File: src/rtl/mp2_pkg.sv
// Shared constants, types and codes for the 2x2 max pooling block.
package mp2_pkg;

  // Map limits
  localparam int MAX_ROWS     = 64;
  localparam int MAX_COLS     = 64;
  localparam int MAX_CHANNELS = 16;

  // Field widths
  localparam int CFG_W  = 7;
  localparam int CHAN_W = 4;
  localparam int POS_W  = 6;
  localparam int VAL_W  = 16;
  localparam int ARG_W  = 2;

  // Pooled sizes and index store geometry
  localparam int HALF_ROWS   = MAX_ROWS / 2;
  localparam int HALF_COLS   = MAX_COLS / 2;
  localparam int HROW_W      = $clog2(HALF_ROWS);
  localparam int HCOL_W      = $clog2(HALF_COLS);
  localparam int STORE_DEPTH = MAX_CHANNELS * HALF_ROWS * HALF_COLS;
  localparam int STORE_AW    = $clog2(STORE_DEPTH);

  // Stream packing
  localparam int S_TDATA_W = 32;
  localparam int M_TDATA_W = 40;
  localparam int OUT_PAD_W = M_TDATA_W - (CHAN_W + 2 * POS_W + VAL_W + ARG_W);

  // Configuration registers
  localparam int                 CFG_IDX_W    = 1;
  localparam logic [CFG_IDX_W-1:0] REG_MAP_ROWS = 1'b0;
  localparam logic [CFG_IDX_W-1:0] REG_MAP_COLS = 1'b1;
  localparam logic [CFG_W-1:0]   MAP_RESET    = 7'd28;

  // Operation and result kinds
  localparam logic OP_FWD   = 1'b0;
  localparam logic OP_BWD   = 1'b1;
  localparam logic KIND_FWD = 1'b0;
  localparam logic KIND_BWD = 1'b1;

  // Window positions
  localparam logic [ARG_W-1:0] POS_TL = 2'd0;
  localparam logic [ARG_W-1:0] POS_TR = 2'd1;
  localparam logic [ARG_W-1:0] POS_BL = 2'd2;
  localparam logic [ARG_W-1:0] POS_BR = 2'd3;

  // Queue between front and back
  localparam int QUEUE_DEPTH = 4;
  localparam int QPTR_W      = $clog2(QUEUE_DEPTH);
  localparam int QCNT_W      = $clog2(QUEUE_DEPTH + 1);

  typedef logic signed [VAL_W-1:0] value_t;

  // Class of an accepted item, set at the input
  typedef enum logic [2:0] {
    K_DROP,
    K_HOLD,
    K_PAIR,
    K_WIN,
    K_BWD
  } item_kind_t;

  // One queued job for the back part
  typedef struct packed {
    logic              bwd;
    logic [CHAN_W-1:0] chan;
    logic [POS_W-1:0]  row;
    logic [POS_W-1:0]  col;
    value_t            value;
    logic [ARG_W-1:0]  arg;
  } q_entry_t;

endpackage

File: src/rtl/mp2_queue.sv
// Short job queue between the front and back parts.
module mp2_queue import mp2_pkg::*; (
  input  logic     clk,
  input  logic     rst,
  input  logic     push,
  input  q_entry_t push_entry,
  output logic     full,
  input  logic     pop,
  output q_entry_t head,
  output logic     empty
);

  q_entry_t          slots [QUEUE_DEPTH];
  logic [QPTR_W-1:0] wptr;
  logic [QPTR_W-1:0] rptr;
  logic [QCNT_W-1:0] count;

  assign full  = (count == QCNT_W'(QUEUE_DEPTH));
  assign empty = (count == '0);
  assign head  = slots[rptr];

  // Store pushed jobs
  always_ff @(posedge clk) begin
    if (push) begin
      slots[wptr] <= push_entry;
    end
  end

  // Advance pointers and fill count
  always_ff @(posedge clk) begin
    if (rst) begin
      wptr  <= '0;
      rptr  <= '0;
      count <= '0;
    end else begin
      if (push) begin
        wptr <= (wptr == QPTR_W'(QUEUE_DEPTH - 1)) ? '0 : wptr + 1'b1;
      end
      if (pop) begin
        rptr <= (rptr == QPTR_W'(QUEUE_DEPTH - 1)) ? '0 : rptr + 1'b1;
      end
      if (push && !pop) begin
        count <= count + 1'b1;
      end else if (pop && !push) begin
        count <= count - 1'b1;
      end
    end
  end

endmodule

File: config.mk
export PLATFORM = sky130hd
export DESIGN_NAME = mp2_queue
export DESIGN_NICKNAME = d
export VERILOG_FILES = /design/src/rtl/mp2_pkg.sv /design/src/rtl/mp2_queue.sv
export SDC_FILE = /design/constraint.sdc
export NUM_CORES = 1
export LEC_CHECK = 0
export BUFFER_PORTS_ARGS = -buffer_cell sky130_fd_sc_hd__buf_2
export CAP_MARGIN = 20
export CELL_PAD_IN_SITES_DETAIL_PLACEMENT = 0
export CELL_PAD_IN_SITES_GLOBAL_PLACEMENT = 1
export CORE_MARGIN = 2
export CORE_UTILIZATION = 53
export DETAILED_ROUTE_END_ITERATION = 16
export PLACE_DENSITY = 0.91
export SKIP_LAST_GASP = 1
export SLEW_MARGIN = 20
export SYNTH_ARGS = -nofsm -noshare
export SYNTH_HDL_FRONTEND = slang
export SYNTH_SLANG_ARGS = --single-unit
export TNS_END_PERCENT = 100
File: constraint.sdc
create_clock -name clk -period 5.2 [get_ports clk]
set_input_delay 0.26 -clock clk [delete_from_list [all_inputs] [get_ports clk]]
set_output_delay 0.26 -clock clk [all_outputs]
set_load 0.1 [all_outputs]
==> impl_metrics.yaml <==
power_and_ir_drop:
  ir_drop_v: 0.000315
  p_leak_nw: 2.44
  p_per_area_nw_per_um2: 446
global_routing:
  top_usage_layer: "met2"
  grt_max_degree: 36
  antenna_found_initial: 0
  gr-total-overflow: 0
  met1_usage_pct: 21.7
  grt_first_pass_wirelength_um: 14800
  grt_pass1_vias: 2838
  use_met2_pct: 31.1
  groute.layer.met3.usage_pct: 4.72
  track_usage_pct: 18.2
timing:
  slew_violations: 0
  final.setup.worst_slack_ns: 2.30
  setup_viol: 0
  worst_pin_slew_ns: 0.966
  fmax_mhz: 345
  tns_ns: 0
  finalHoldViolCount: 0
  rsz0062_at_grt: "no"
  timing.slew.headroom_pct: 35.6
  period_minus_slack_ns: 2.90
  finClkSkew_ns: 0.00705
  fin_crit_sh_pct: 55.7
cells_and_area:
  nets: 396
  finalNonFillerCells: 499
  multi_input_area_um2: 1060
  diodes: 0
  fin_area_um2: 6960
  area_growth_pct: 25.5
  regArea_um2: 4390
  final_layout_size_suffix_gt1_share_pct: 39.4
  num-fill-cells: 667
routing:
  vias: 2647
  ant_nets: 0
  drt_iter0_drc: 134
  wl_per_cell_um: 18.8
  viasPerCell: 5.30
  drtPass1Iterations: 5
  wl_um: 9360
  drc_errors: 0
worst_setup_path:
  critical_path.cell_chain: "buf_4, mux4_1, buf_2"
  crit_fanout: 18
  worst-setup-path-type: "flop to output pin"
  critical_path.top_delay_family: "buffers and inverters"
  slowest_delay_ns: 0.71
  crit_buf_inv: 2
  critPathArrivalTime_ns: 2.64
  r2r_cells: 2
  critical_path_depth: 3
  cpMaxStageDelayCell: "dfxtp_2"
  critPathLaunchType: "flop"
  worst_setup_path_end_kind: "output pin"
  worstPathRequired_ns: 4.94
  rr_startpoint: "wptr[0]"
placement:
  io_buffers: 75
  placed_cells: 431
  pre_cts_ws_ns: 2.78
  dp_hpwl_um: 5360
  dpl-instance-area_um2: 6010
  finalWeightedCongestion: 0.642
synthesis:
  syn-num-nets: 273
  synth_common_cells: "140 x edfxtp_1, 30 x mux4_2, 9 x dfxtp_1"
  synth_area_leader_cell: "edfxtp_1"
  async_reset_ff_share_pct: 0
  ys_seq_area_share_pct: 79.1
  synth_top_area_share_pct: 75.8
  yosys_warnings: 0
  synth_seq_cells: 149
  yosysUniqueCellTypes: 20
  synth_area_um2: 5540
  ys.flop_type: "edfxtp_1"
  synth_cells: 227
  synthMostInstantiatedCell: "edfxtp_1"
  synth_area_leaders: "edfxtp_1 76%, mux4_2 12%, dfxtp_1 3.3%"
  avgSynthCellArea_um2: 24.4
  synth-edff-count: 140
floorplan:
  fp.dieW_um: 106
  die_area_um2: 11300
  start_util_pct: 54.2
  die_h_um: 106
  io-pin-count: 76
  fp-row-count: 37
  coreArea_um2: 10200
cts:
  numCtsBuffers: 17
  post_cts_buffers: 0
  clock_latency_ns: 0.51
  cts.sinks: 149
  cts_resized: 0
  cts_tree: "done"
  clk_pin_slew_ns: 0.06
  cts.path.max_buffers: 2
  root_buffer: "clkbuf_8"
  ctsHtreeMaxLevel: 4
run:
  cap_violations: 0
outcome:
  status: "completed"
worst_hold_path:
  hold_start: "pop"
  hold_path_depth: 3
  hold_class: "input port to flop"
[final timing paths]
check,slack [ns],to
setup reg to reg,3.40,slots[3][28]
setup / recovery,2.30,head[27]
hold reg to reg,0.52,count[2]
hold / removal,0.06,flop
[state kept, by name, summed over array words and instances, names as in the netlist, named ones only]
name	flops
wptr	2
slots	140
count	3
rptr	2
[cells in the final DEF, fill, tap and decap left out, types with 2 or more instances in the layout]
cell type / count
edfxtp_1: 140
buf_2: 75
dlygate4sd3_1: 36
mux4_2: 30
clkbuf_16: 16
nor2_1: 7
dfxtp_1: 7
ha_1: 6
mux4_1: 5
inv_1: 4
and2_2: 4
mux2i_1: 4
inv_8: 4
clkinvlp_4: 3
nor3b_1: 2
xor2_1: 2
a21oi_1: 2
dfxtp_2: 2
clkinv_4: 2
inv_6: 2
bufinv_16: 2
[final cells by class]
cell class,instances,area share (%)
clock inverter,15,2.46
inverter,4,0.216
multi-input combinational,66,15.2
clock buffer,17,5.95
timing repair buffer,112,10.7
tap,136,2.45
sequential,149,63.0
[report_power, final]
group	internal [W]	total, W	switching, W	leakage [nW]
combinational	0.000120	0.000506	0.000386	0.800
sequential	0.00137	0.00140	0.0000307	1.36
clock	0.000697	0.00119	0.000496	0.280
total	0.00219	0.00310	0.000913	2.44
[per-stage QoR]
stage	hold WS [ns]	util, %	power (W)
after floorplan	0.329	-	0.00183
after global placement	0.470	58.8	0.00191
after detailed placement	0.478	58.8	0.00192
after CTS	0.0360	68.0	0.00313
after global routing	0.0741	68.0	0.00320
final	0.0623	68.0	0.00310
[worst min-delay path: stages]
cell	delay, ns
buf_2	0.10
mux2i_1	0.07
nor2_1	0.10
[cells by family (layout without fill, tap and decap cells)]
family	Yosys count	after routing	share of synthesized area, %
and+or+nand+nor	15	15	1.40
xor gates and xnor gates	2	2	0.316
muxes	39	39	15.3
DFF	149	149	79.1
AOI/OAI and AO/OA	3	3	0.271
adders and majority gates	7	7	1.72
buffers and inverters	12	148	1.92
[what timing repair did]
item                       in CTS  in global routing
hold buffers                   36                  0
hold endpoints to repair      149                  0
setup endpoints to repair       0                  0
[per-layer routing]
| layer | up-vias | wire length [µm] |
|---|---|---|
| li1 | 1203 | - |
| met1 | 1356 | 3760 |
| met2 | 74 | 5030 |
| met3 | 14 | 394 |
| met4 | 0 | 184 |
| met5 | - | 0 |
(Power assumes the default switching activity.)
