File: src/rtl/mp2_pkg.sv
// Shared constants, types and codes for the 2x2 max pooling block.
package mp2_pkg;

  // Map limits
  localparam int MAX_ROWS     = 64;
  localparam int MAX_COLS     = 64;
  localparam int MAX_CHANNELS = 16;

  // Field widths
  localparam int CFG_W  = 7;
  localparam int CHAN_W = 4;
  localparam int POS_W  = 6;
  localparam int VAL_W  = 16;
  localparam int ARG_W  = 2;

  // Pooled sizes and index store geometry
  localparam int HALF_ROWS   = MAX_ROWS / 2;
  localparam int HALF_COLS   = MAX_COLS / 2;
  localparam int HROW_W      = $clog2(HALF_ROWS);
  localparam int HCOL_W      = $clog2(HALF_COLS);
  localparam int STORE_DEPTH = MAX_CHANNELS * HALF_ROWS * HALF_COLS;
  localparam int STORE_AW    = $clog2(STORE_DEPTH);

  // Stream packing
  localparam int S_TDATA_W = 32;
  localparam int M_TDATA_W = 40;
  localparam int OUT_PAD_W = M_TDATA_W - (CHAN_W + 2 * POS_W + VAL_W + ARG_W);

  // Configuration registers
  localparam int                 CFG_IDX_W    = 1;
  localparam logic [CFG_IDX_W-1:0] REG_MAP_ROWS = 1'b0;
  localparam logic [CFG_IDX_W-1:0] REG_MAP_COLS = 1'b1;
  localparam logic [CFG_W-1:0]   MAP_RESET    = 7'd28;

  // Operation and result kinds
  localparam logic OP_FWD   = 1'b0;
  localparam logic OP_BWD   = 1'b1;
  localparam logic KIND_FWD = 1'b0;
  localparam logic KIND_BWD = 1'b1;

  // Window positions
  localparam logic [ARG_W-1:0] POS_TL = 2'd0;
  localparam logic [ARG_W-1:0] POS_TR = 2'd1;
  localparam logic [ARG_W-1:0] POS_BL = 2'd2;
  localparam logic [ARG_W-1:0] POS_BR = 2'd3;

  // Queue between front and back
  localparam int QUEUE_DEPTH = 4;
  localparam int QPTR_W      = $clog2(QUEUE_DEPTH);
  localparam int QCNT_W      = $clog2(QUEUE_DEPTH + 1);

  typedef logic signed [VAL_W-1:0] value_t;

  // Class of an accepted item, set at the input
  typedef enum logic [2:0] {
    K_DROP,
    K_HOLD,
    K_PAIR,
    K_WIN,
    K_BWD
  } item_kind_t;

  // One queued job for the back part
  typedef struct packed {
    logic              bwd;
    logic [CHAN_W-1:0] chan;
    logic [POS_W-1:0]  row;
    logic [POS_W-1:0]  col;
    value_t            value;
    logic [ARG_W-1:0]  arg;
  } q_entry_t;

endpackage

File: src/rtl/mp2_back.sv
// Back part: expands queued jobs into result items on the output register.
module mp2_back import mp2_pkg::*; (
  input  logic                 clk,
  input  logic                 rst,
  input  q_entry_t             q_head,
  input  logic                 q_empty,
  output logic                 q_pop,
  output logic                 m_tvalid,
  input  logic                 m_tready,
  output logic [M_TDATA_W-1:0] m_tdata,
  output logic                 m_tuser,
  output logic                 m_tlast
);

  logic [ARG_W-1:0] k;
  logic             load;
  logic             fin;
  logic [POS_W-1:0] o_row;
  logic [POS_W-1:0] o_col;
  value_t           o_value;
  logic [ARG_W-1:0] o_arg;

  // Output register takes a new item when empty or being taken
  assign load  = !m_tvalid || m_tready;
  assign fin   = !q_head.bwd || (k == POS_BR);
  assign q_pop = load && !q_empty && fin;

  // Build the current result item
  always_comb begin
    if (q_head.bwd) begin
      o_row   = POS_W'({q_head.row[HROW_W-1:0], k[1]});
      o_col   = POS_W'({q_head.col[HCOL_W-1:0], k[0]});
      o_value = (k == q_head.arg) ? q_head.value : '0;
      o_arg   = k;
    end else begin
      o_row   = q_head.row;
      o_col   = q_head.col;
      o_value = q_head.value;
      o_arg   = q_head.arg;
    end
  end

  // Step through the four block elements of a gradient
  always_ff @(posedge clk) begin
    if (rst) begin
      k <= '0;
    end else if (load && !q_empty && q_head.bwd) begin
      k <= fin ? '0 : k + 1'b1;
    end
  end

  always_ff @(posedge clk) begin
    if (rst) begin
      m_tvalid <= 1'b0;
    end else if (load) begin
      m_tvalid <= !q_empty;
    end
  end

  always_ff @(posedge clk) begin
    if (load && !q_empty) begin
      m_tdata <= {OUT_PAD_W'(0), o_arg, o_value, o_col, o_row, q_head.chan};
      m_tuser <= q_head.bwd ? KIND_BWD : KIND_FWD;
      m_tlast <= fin;
    end
  end

  // A gradient in progress stays at the queue head
  assert property (@(posedge clk) disable iff (rst)
    (k != '0) |-> (!q_empty && q_head.bwd))
    else $error("element counter running without a gradient at the head");

  // A pooled value is always the only result of its item
  assert property (@(posedge clk) disable iff (rst)
    (m_tvalid && (m_tuser == KIND_FWD)) |-> m_tlast)
    else $error("pooled result without last");

  // The final element of a gradient block is the bottom-right one
  assert property (@(posedge clk) disable iff (rst)
    (m_tvalid && (m_tuser == KIND_BWD) && m_tlast)
      |-> (m_tdata[CHAN_W+2*POS_W+VAL_W +: ARG_W] == POS_BR))
    else $error("gradient block closed on the wrong element");

endmodule

File: config.mk
export PLATFORM = sky130hd
export DESIGN_NAME = mp2_back
export DESIGN_NICKNAME = d
export VERILOG_FILES = /design/src/rtl/mp2_pkg.sv /design/src/rtl/mp2_back.sv
export SDC_FILE = /design/constraint.sdc
export NUM_CORES = 1
export LEC_CHECK = 0
export ABC_AREA = 1
export BUFFER_PORTS_ARGS = -buffer_cell sky130_fd_sc_hd__buf_2
export CELL_PAD_IN_SITES_DETAIL_PLACEMENT = 0
export CELL_PAD_IN_SITES_GLOBAL_PLACEMENT = 1
export CORE_MARGIN = 2
export CORE_UTILIZATION = 36
export DETAILED_ROUTE_END_ITERATION = 16
export GPL_ROUTABILITY_DRIVEN = 0
export PLACE_DENSITY_LB_ADDON = 0.1
export SLEW_MARGIN = 20
export SYNTH_ARGS = -nofsm -noshare
export SYNTH_HDL_FRONTEND = slang
export SYNTH_SLANG_ARGS = --single-unit
export TNS_END_PERCENT = 30
File: constraint.sdc
create_clock -name clk -period 5.99 [get_ports clk]
set_clock_uncertainty 0.2 [all_clocks]
set_input_delay 0.2995 -clock clk [delete_from_list [all_inputs] [get_ports clk]]
set_output_delay 0.2995 -clock clk [all_outputs]
set_load 0.005 [all_outputs]
==> flow_summary.json, run 1 <==
{
  "worstPathCellList": "buf_2 -> nand2_1 -> and3_1 -> buf_2",
  "clock_sinks": 39,
  "start_kind": "primary input",
  "vdd_ir_drop_max_mv": 0.137,
  "worstSetupStartpoint": "q_head[34]",
  "regArea_um2": 1140,
  "p_int_uw": 436,
  "grt_pass1_vias": 1157,
  "cts_tree": "done",
  "place_area_um2": 2080,
  "fmax_mhz": 537,
  "hpwl_um": 2480,
  "ff2ff_path_depth": 2,
  "dp_cells": 267,
  "setup_viol": 0,
  "ys_ff_latch": 39,
  "finalNonFillerCells": 281,
  "grt_max_degree": 38,
  "hold_viol": 0,
  "netlist_instances": 146,
  "cpPeakStageDelay_ns": 0.55,
  "met1_length_um": 1390,
  "worst_slack_ns": 4.13,
  "crit_family": "buffers and inverters",
  "p_leak_nw": 1.07,
  "yosysSeqAreaShare_pct": 67.9,
  "clockBufferDepth": 2,
  "drv_slew": 0,
  "drt.antenna.violating_nets": 0,
  "grt_use_total_pct": 14.0,
  "clkPwrFrac_pct": 29.9,
  "hp-class": "primary input to register",
  "highest_layer": "met4",
  "gr-total-overflow": 0,
  "die_w_um": 72.3,
  "antennaDiodeCount": 0,
  "cpMaxStageDelayCell": "buf_2",
  "multiInputGateArea_um2": 388,
  "p_seq_share_pct": 56.9,
  "clk_pin_slew_worst_paths_ns": 0.07,
  "final_common_cell": "buf_2",
  "switching_share_pct": 23.8,
  "die_h_um": 72.3,
  "crit_buf_inv": 2,
  "slew_headroom_pct": 52.8,
  "route.detailed.drc": 0,
  "cp_num_cells": 4,
  "num_vias": 1232,
  "drive_gt1_share_pct": 41.5,
  "core_um2": 4410,
  "wl_per_cell_um": 12.6,
  "syn_area_um2": 1680,
  "syn2layout_area_growth_pct": 32.9,
  "p_per_area_nw_per_um2": 256,
  "htreeDepth": 2,
  "reg2reg_from": "m_tvalid$_SDFFE_PP0N_",
  "cp_common_cell": "buf_2",
  "finalCritPeriodShare_pct": 31.1,
  "mostFrequentLayoutCells": "buf_2 (76), edfxtp_1 (36), nand2_1 (31), inv_1 (27)",
  "crit_type": "primary input to output port",
  "syn_avg_cell_area_um2": 11.5,
  "ios": 83,
  "ctsResizeCount": 0,
  "drtIter0Drc": 55,
  "end_kind": "output port",
  "portBuffers": 76,
  "p_sw_uw": 136,
  "critPathCapture": "q_pop",
  "worstPathMaxFanout": 34,
  "worstPathRequired_ns": 5.49,
  "worstMarginPinSlew_ns": 0.708,
  "rsz0062_at_grt": "no",
  "drt-total-wl_um": 3550,
  "antenna_found_initial": 0,
  "cts_root_buf": "clkbuf_8",
  "synth.distinct_cells": 19,
  "yosys_warnings": 0,
  "fin_crit_ns": 1.86,
  "final_nets": 268,
  "power_frac_comb_pct": 13.2,
  "nFillCells": 427,
  "place_ws_ns": 3.98,
  "cts_buffers": 5,
  "num_rows": 24,
  "max_cap_violations": 0,
  "status": "finished, final reports clean",
  "grt_pass1_wl_um": 5460,
  "first_pass_iters": 4,
  "tns_ns": 0,
  "fin_area_um2": 2230,
  "met2_length_um": 1840,
  "wl_met3_um": 288,
  "clock_latency_ns": 0.28,
  "via_per_inst": 4.38,
  "r2r_slack_ns": 4.39,
  "initial_core_util_pct": 38.1,
  "r2r-end": "m_tdata[2]$_DFFE_PN_",
  "die_area_um2": 5230,
  "cp_data_arrival_time_ns": 1.36
}
[layout make-up]
cell class	count	area share [%]
multi-input cells	73	17.4
inverters	27	4.54
clock buffers	7	3.42
well taps	52	2.91
repair buffers	82	20.5
clock inverters	1	0.224
flip-flops and latches	39	51.1
[per-layer routing]
layer | GRT usage (%) | vias up
met5 | 0 | -
met4 | 5.66 | 0
met3 | 4.44 | 2
met2 | 23.4 | 58
met1 | 16.8 | 545
li1 | - | 627
[state kept, by name, indices dropped and copies added, names as in the netlist]
name / flops
k: 2
m_tdata: 34
m_tlast: 1
m_tuser: 1
m_tvalid: 1
[metrics by stage]
stage	power, mW	hold WS [ns]	util, %
after CTS	0.578	0.0453	50.0
after detailed placement	0.404	0.278	47.0
after floorplan	0.371	0.169	-
after global placement	0.402	0.277	47.0
after global routing	0.600	0.0586	50.6
final	0.573	0.0525	50.6
[cells in the mapped netlist]
| cell | instances | area, um2 |
|---|---|---|
| inv_1 | 27 | 101 |
| nor2_1 | 2 | 7.51 |
| nand4_1 | 1 | 6.26 |
| a21oi_2 | 9 | 78.8 |
| nand3_1 | 1 | 5.00 |
| dfxtp_1 | 3 | 60.1 |
| buf_4 | 6 | 45.0 |
| buf_6 | 1 | 11.3 |
| a21oi_4 | 1 | 16.3 |
| a21oi_1 | 9 | 45.0 |
| nand2_1 | 31 | 116 |
| and3_1 | 1 | 6.26 |
| xnor2_1 | 1 | 8.76 |
| conb_1 | 1 | 3.75 |
| ha_1 | 1 | 12.5 |
| nand2_2 | 1 | 6.26 |
| o21ai_0 | 9 | 45.0 |
| edfxtp_1 | 36 | 1080 |
| buf_2 | 5 | 25.0 |
[logic make-up after synthesis]
kind of cell,synth area share [%]
other,0.223
AND/OR/NAND/NOR,8.78
AO/OA/AOI/OAI,11.0
buffers and inverters,10.9
adder cells (fa/ha/maj),0.744
flip-flops,67.9
XOR/XNOR,0.521
[worst reg2reg max path, stage by stage (launching register included)]
cell and delay [ns]:
dfxtp_1 0.35, a21oi_4 0.51, buf_16 0.24
[power by group through the flow]
stage	combinational, mW	sequential (mW)	clock, mW
after floorplan	0.0360	0.335	0
after global placement	0.0697	0.332	0
after detailed placement	0.0717	0.333	0
after CTS	0.0743	0.327	0.177
after global routing	0.0847	0.328	0.188
final	0.0757	0.326	0.171
[worst min-delay path by stage]
stage | startpoint | slack (ns) | to | cells after the start
after floorplan | rst | 0.17 | k[1]$_SDFFE_PP0P_ | 1
after global placement | q_head[33] | 0.28 | m_tdata[3]$_DFFE_PN_ | 1
after detailed placement | q_head[32] | 0.28 | m_tdata[2]$_DFFE_PN_ | 1
after CTS | q_empty | 0.05 | m_tvalid$_SDFFE_PP0N_ | 2
after global routing | q_empty | 0.06 | m_tvalid$_SDFFE_PP0N_ | 2
final | q_empty | 0.05 | m_tvalid$_SDFFE_PP0N_ | 2
[timing repair]
item / 4_1_cts / 5_1_grt
hold endpoints to repair: 7 / 0
setup buffers: 0 / 0
hold buffers: 5 / 0
No activity file was read; power rests on OpenSTA's default activity.
==> run 2, diff against run 1 <==
--- a/config.mk
+++ b/config.mk
@@ -10,7 +10,7 @@
 export CELL_PAD_IN_SITES_DETAIL_PLACEMENT = 0
 export CELL_PAD_IN_SITES_GLOBAL_PLACEMENT = 1
 export CORE_MARGIN = 2
-export CORE_UTILIZATION = 36
+export CORE_UTILIZATION = 30
 export DETAILED_ROUTE_END_ITERATION = 16
 export GPL_ROUTABILITY_DRIVEN = 0
 export PLACE_DENSITY_LB_ADDON = 0.1
==> constraint.sdc (replaced) <==
create_clock -name clk -period 1.5 [get_ports clk]
set_clock_uncertainty 0.2 [all_clocks]
set_input_delay 0.075 -clock clk [delete_from_list [all_inputs] [get_ports clk]]
set_output_delay 0.075 -clock clk [all_outputs]
set_load 0.005 [all_outputs]
==> flow_summary.json, run 2 (same netlist as run 1, synthesis figures left out) <==
{
  "status": "finished, final reports clean",
  "num_rows": 27,
  "end_kind": "register",
  "worstPathRequired_ns": 1.53,
  "finalPower_mw": 2.55,
  "clockBufferDepth": 2,
  "grt_pass1_vias": 1257,
  "max_cap_violations": 0,
  "regArea_um2": 1140,
  "largest_reg_flops": 34,
  "wl_per_cell_um": 11.4,
  "route.detailed.drc": 0,
  "cts_root_buf": "clkbuf_8",
  "fin_crit_ns": 1.45,
  "grt_max_degree": 24,
  "num_vias": 1365,
  "worstSetupStartpoint": "m_tvalid$_SDFFE_PP0N_",
  "globalRouteMet3Util_pct": 4.09,
  "drtIter0Drc": 73,
  "start_kind": "register",
  "crit_type": "register to register",
  "clock_latency_ns": 0.28,
  "gr-max-usage-layer": "met2",
  "htreeDepth": 2,
  "final_util_pct": 49.5,
  "antennaDiodeCount": 0,
  "mostFrequentLayoutCells": "buf_2 (75), dlygate4sd3_1 (38), edfxtp_1 (36), nand2_1 (30), inv_1 (25)",
  "regMostFlops": "m_tdata",
  "multiInputGateArea_um2": 398,
  "fmax_mhz": 692,
  "hold_viol": 0,
  "grt_pass1_wl_um": 5970,
  "die_h_um": 78.9,
  "worstPathMaxFanout": 4,
  "die_area_um2": 6220,
  "p_leak_nw": 1.25,
  "largest_registers": "m_tdata x34, k x2",
  "via_per_inst": 4.00,
  "setup_viol": 0,
  "drive_gt1_share_pct": 41.3,
  "core_um2": 5470,
  "grt_use_total_pct": 12.7,
  "ios": 83,
  "final_nets": 308,
  "cp_data_arrival_time_ns": 1.47,
  "final_common_cell": "buf_2",
  "clk_pin_slew_worst_paths_ns": 0.07,
  "drt.antenna.violating_nets": 0,
  "hold_start": "m_tready",
  "die_w_um": 78.9,
  "first_pass_iters": 4,
  "reg2reg_from": "m_tvalid$_SDFFE_PP0N_",
  "clock_sinks": 39,
  "use_met2_pct": 22.1,
  "gr-total-overflow": 0,
  "vdd_ir_drop_max_mv": 0.409,
  "portBuffers": 76,
  "hpwl_um": 2740,
  "hp-class": "primary input to register",
  "rsz0062_at_grt": "yes",
  "antenna_found_initial": 0,
  "cts_buffers": 5,
  "tns_ns": 0,
  "nFillCells": 562,
  "finalCritPeriodShare_pct": 96.4,
  "syn2layout_area_growth_pct": 60.9,
  "use_met1_pct": 14.7,
  "initial_core_util_pct": 30.7,
  "p_per_area_nw_per_um2": 941,
  "cts_tree": "done",
  "drt-total-wl_um": 3890,
  "drv_slew": 0
}
## run 2: final timing paths
check | to | slack (ns) | cells past startpoint
worst min-delay path | k[0]$_SDFFE_PP0P_ | 0.09 | 6
worst max-delay path | m_tvalid$_SDFFE_PP0N_ | 0.05 | 3
worst min register to register | k[1]$_SDFFE_PP0P_ | 0.41 | 3
worst max register to register | m_tvalid$_SDFFE_PP0N_ | 0.05 | 3
## run 2: per-layer routing
layer  vias up  routed length (um)
met5         -                   0
met4         0                  15
met3         2                 229
met2        44                2040
met1       611                1600
li1        708                   -
## run 2: stage by stage
stage	hold WS, ns	cell area (um2)	setup WS [ns]	instances
floorplan	-0.0633	1710	-0.0871	151
global placement	0.0524	2180	0.165	293
detailed placement	0.0534	2180	0.115	293
CTS	0.0709	2690	0.0160	341
global route	0.110	2710	-0.0227	341
finish	0.0852	2710	0.0546	341
## run 2: area by class of cell
class	count	share of cell area, %
flip-flops and latches	39	42.3
repair buffers	122	31.8
multi-input cells	73	14.7
inverters	27	3.88
well taps	72	3.33
clock buffers	5	2.54
clock inverters	3	1.43
## run 2: report_power, final
| part | internal, mW | switching, mW |
|---|---|---|
| combinational | 0.219 | 0.186 |
| sequential | 1.28 | 0.0195 |
| clock | 0.487 | 0.356 |
## run 2: worst max-delay path, cell delays in order, from the launching register on
cell and delay [ns]:
dfxtp_2 0.36, nand2_1 0.11, a21oi_1 0.16, dlygate4sd3_1 0.56
## run 2: what timing repair did
action | 4_1_cts | 5_1_grt
setup endpoints to repair | 1 | 5
hold buffers | 38 | 0
gates resized for setup | 3 | 6
endpoints found under the hold margin | 38 | 0
setup buffers | 2 | 0
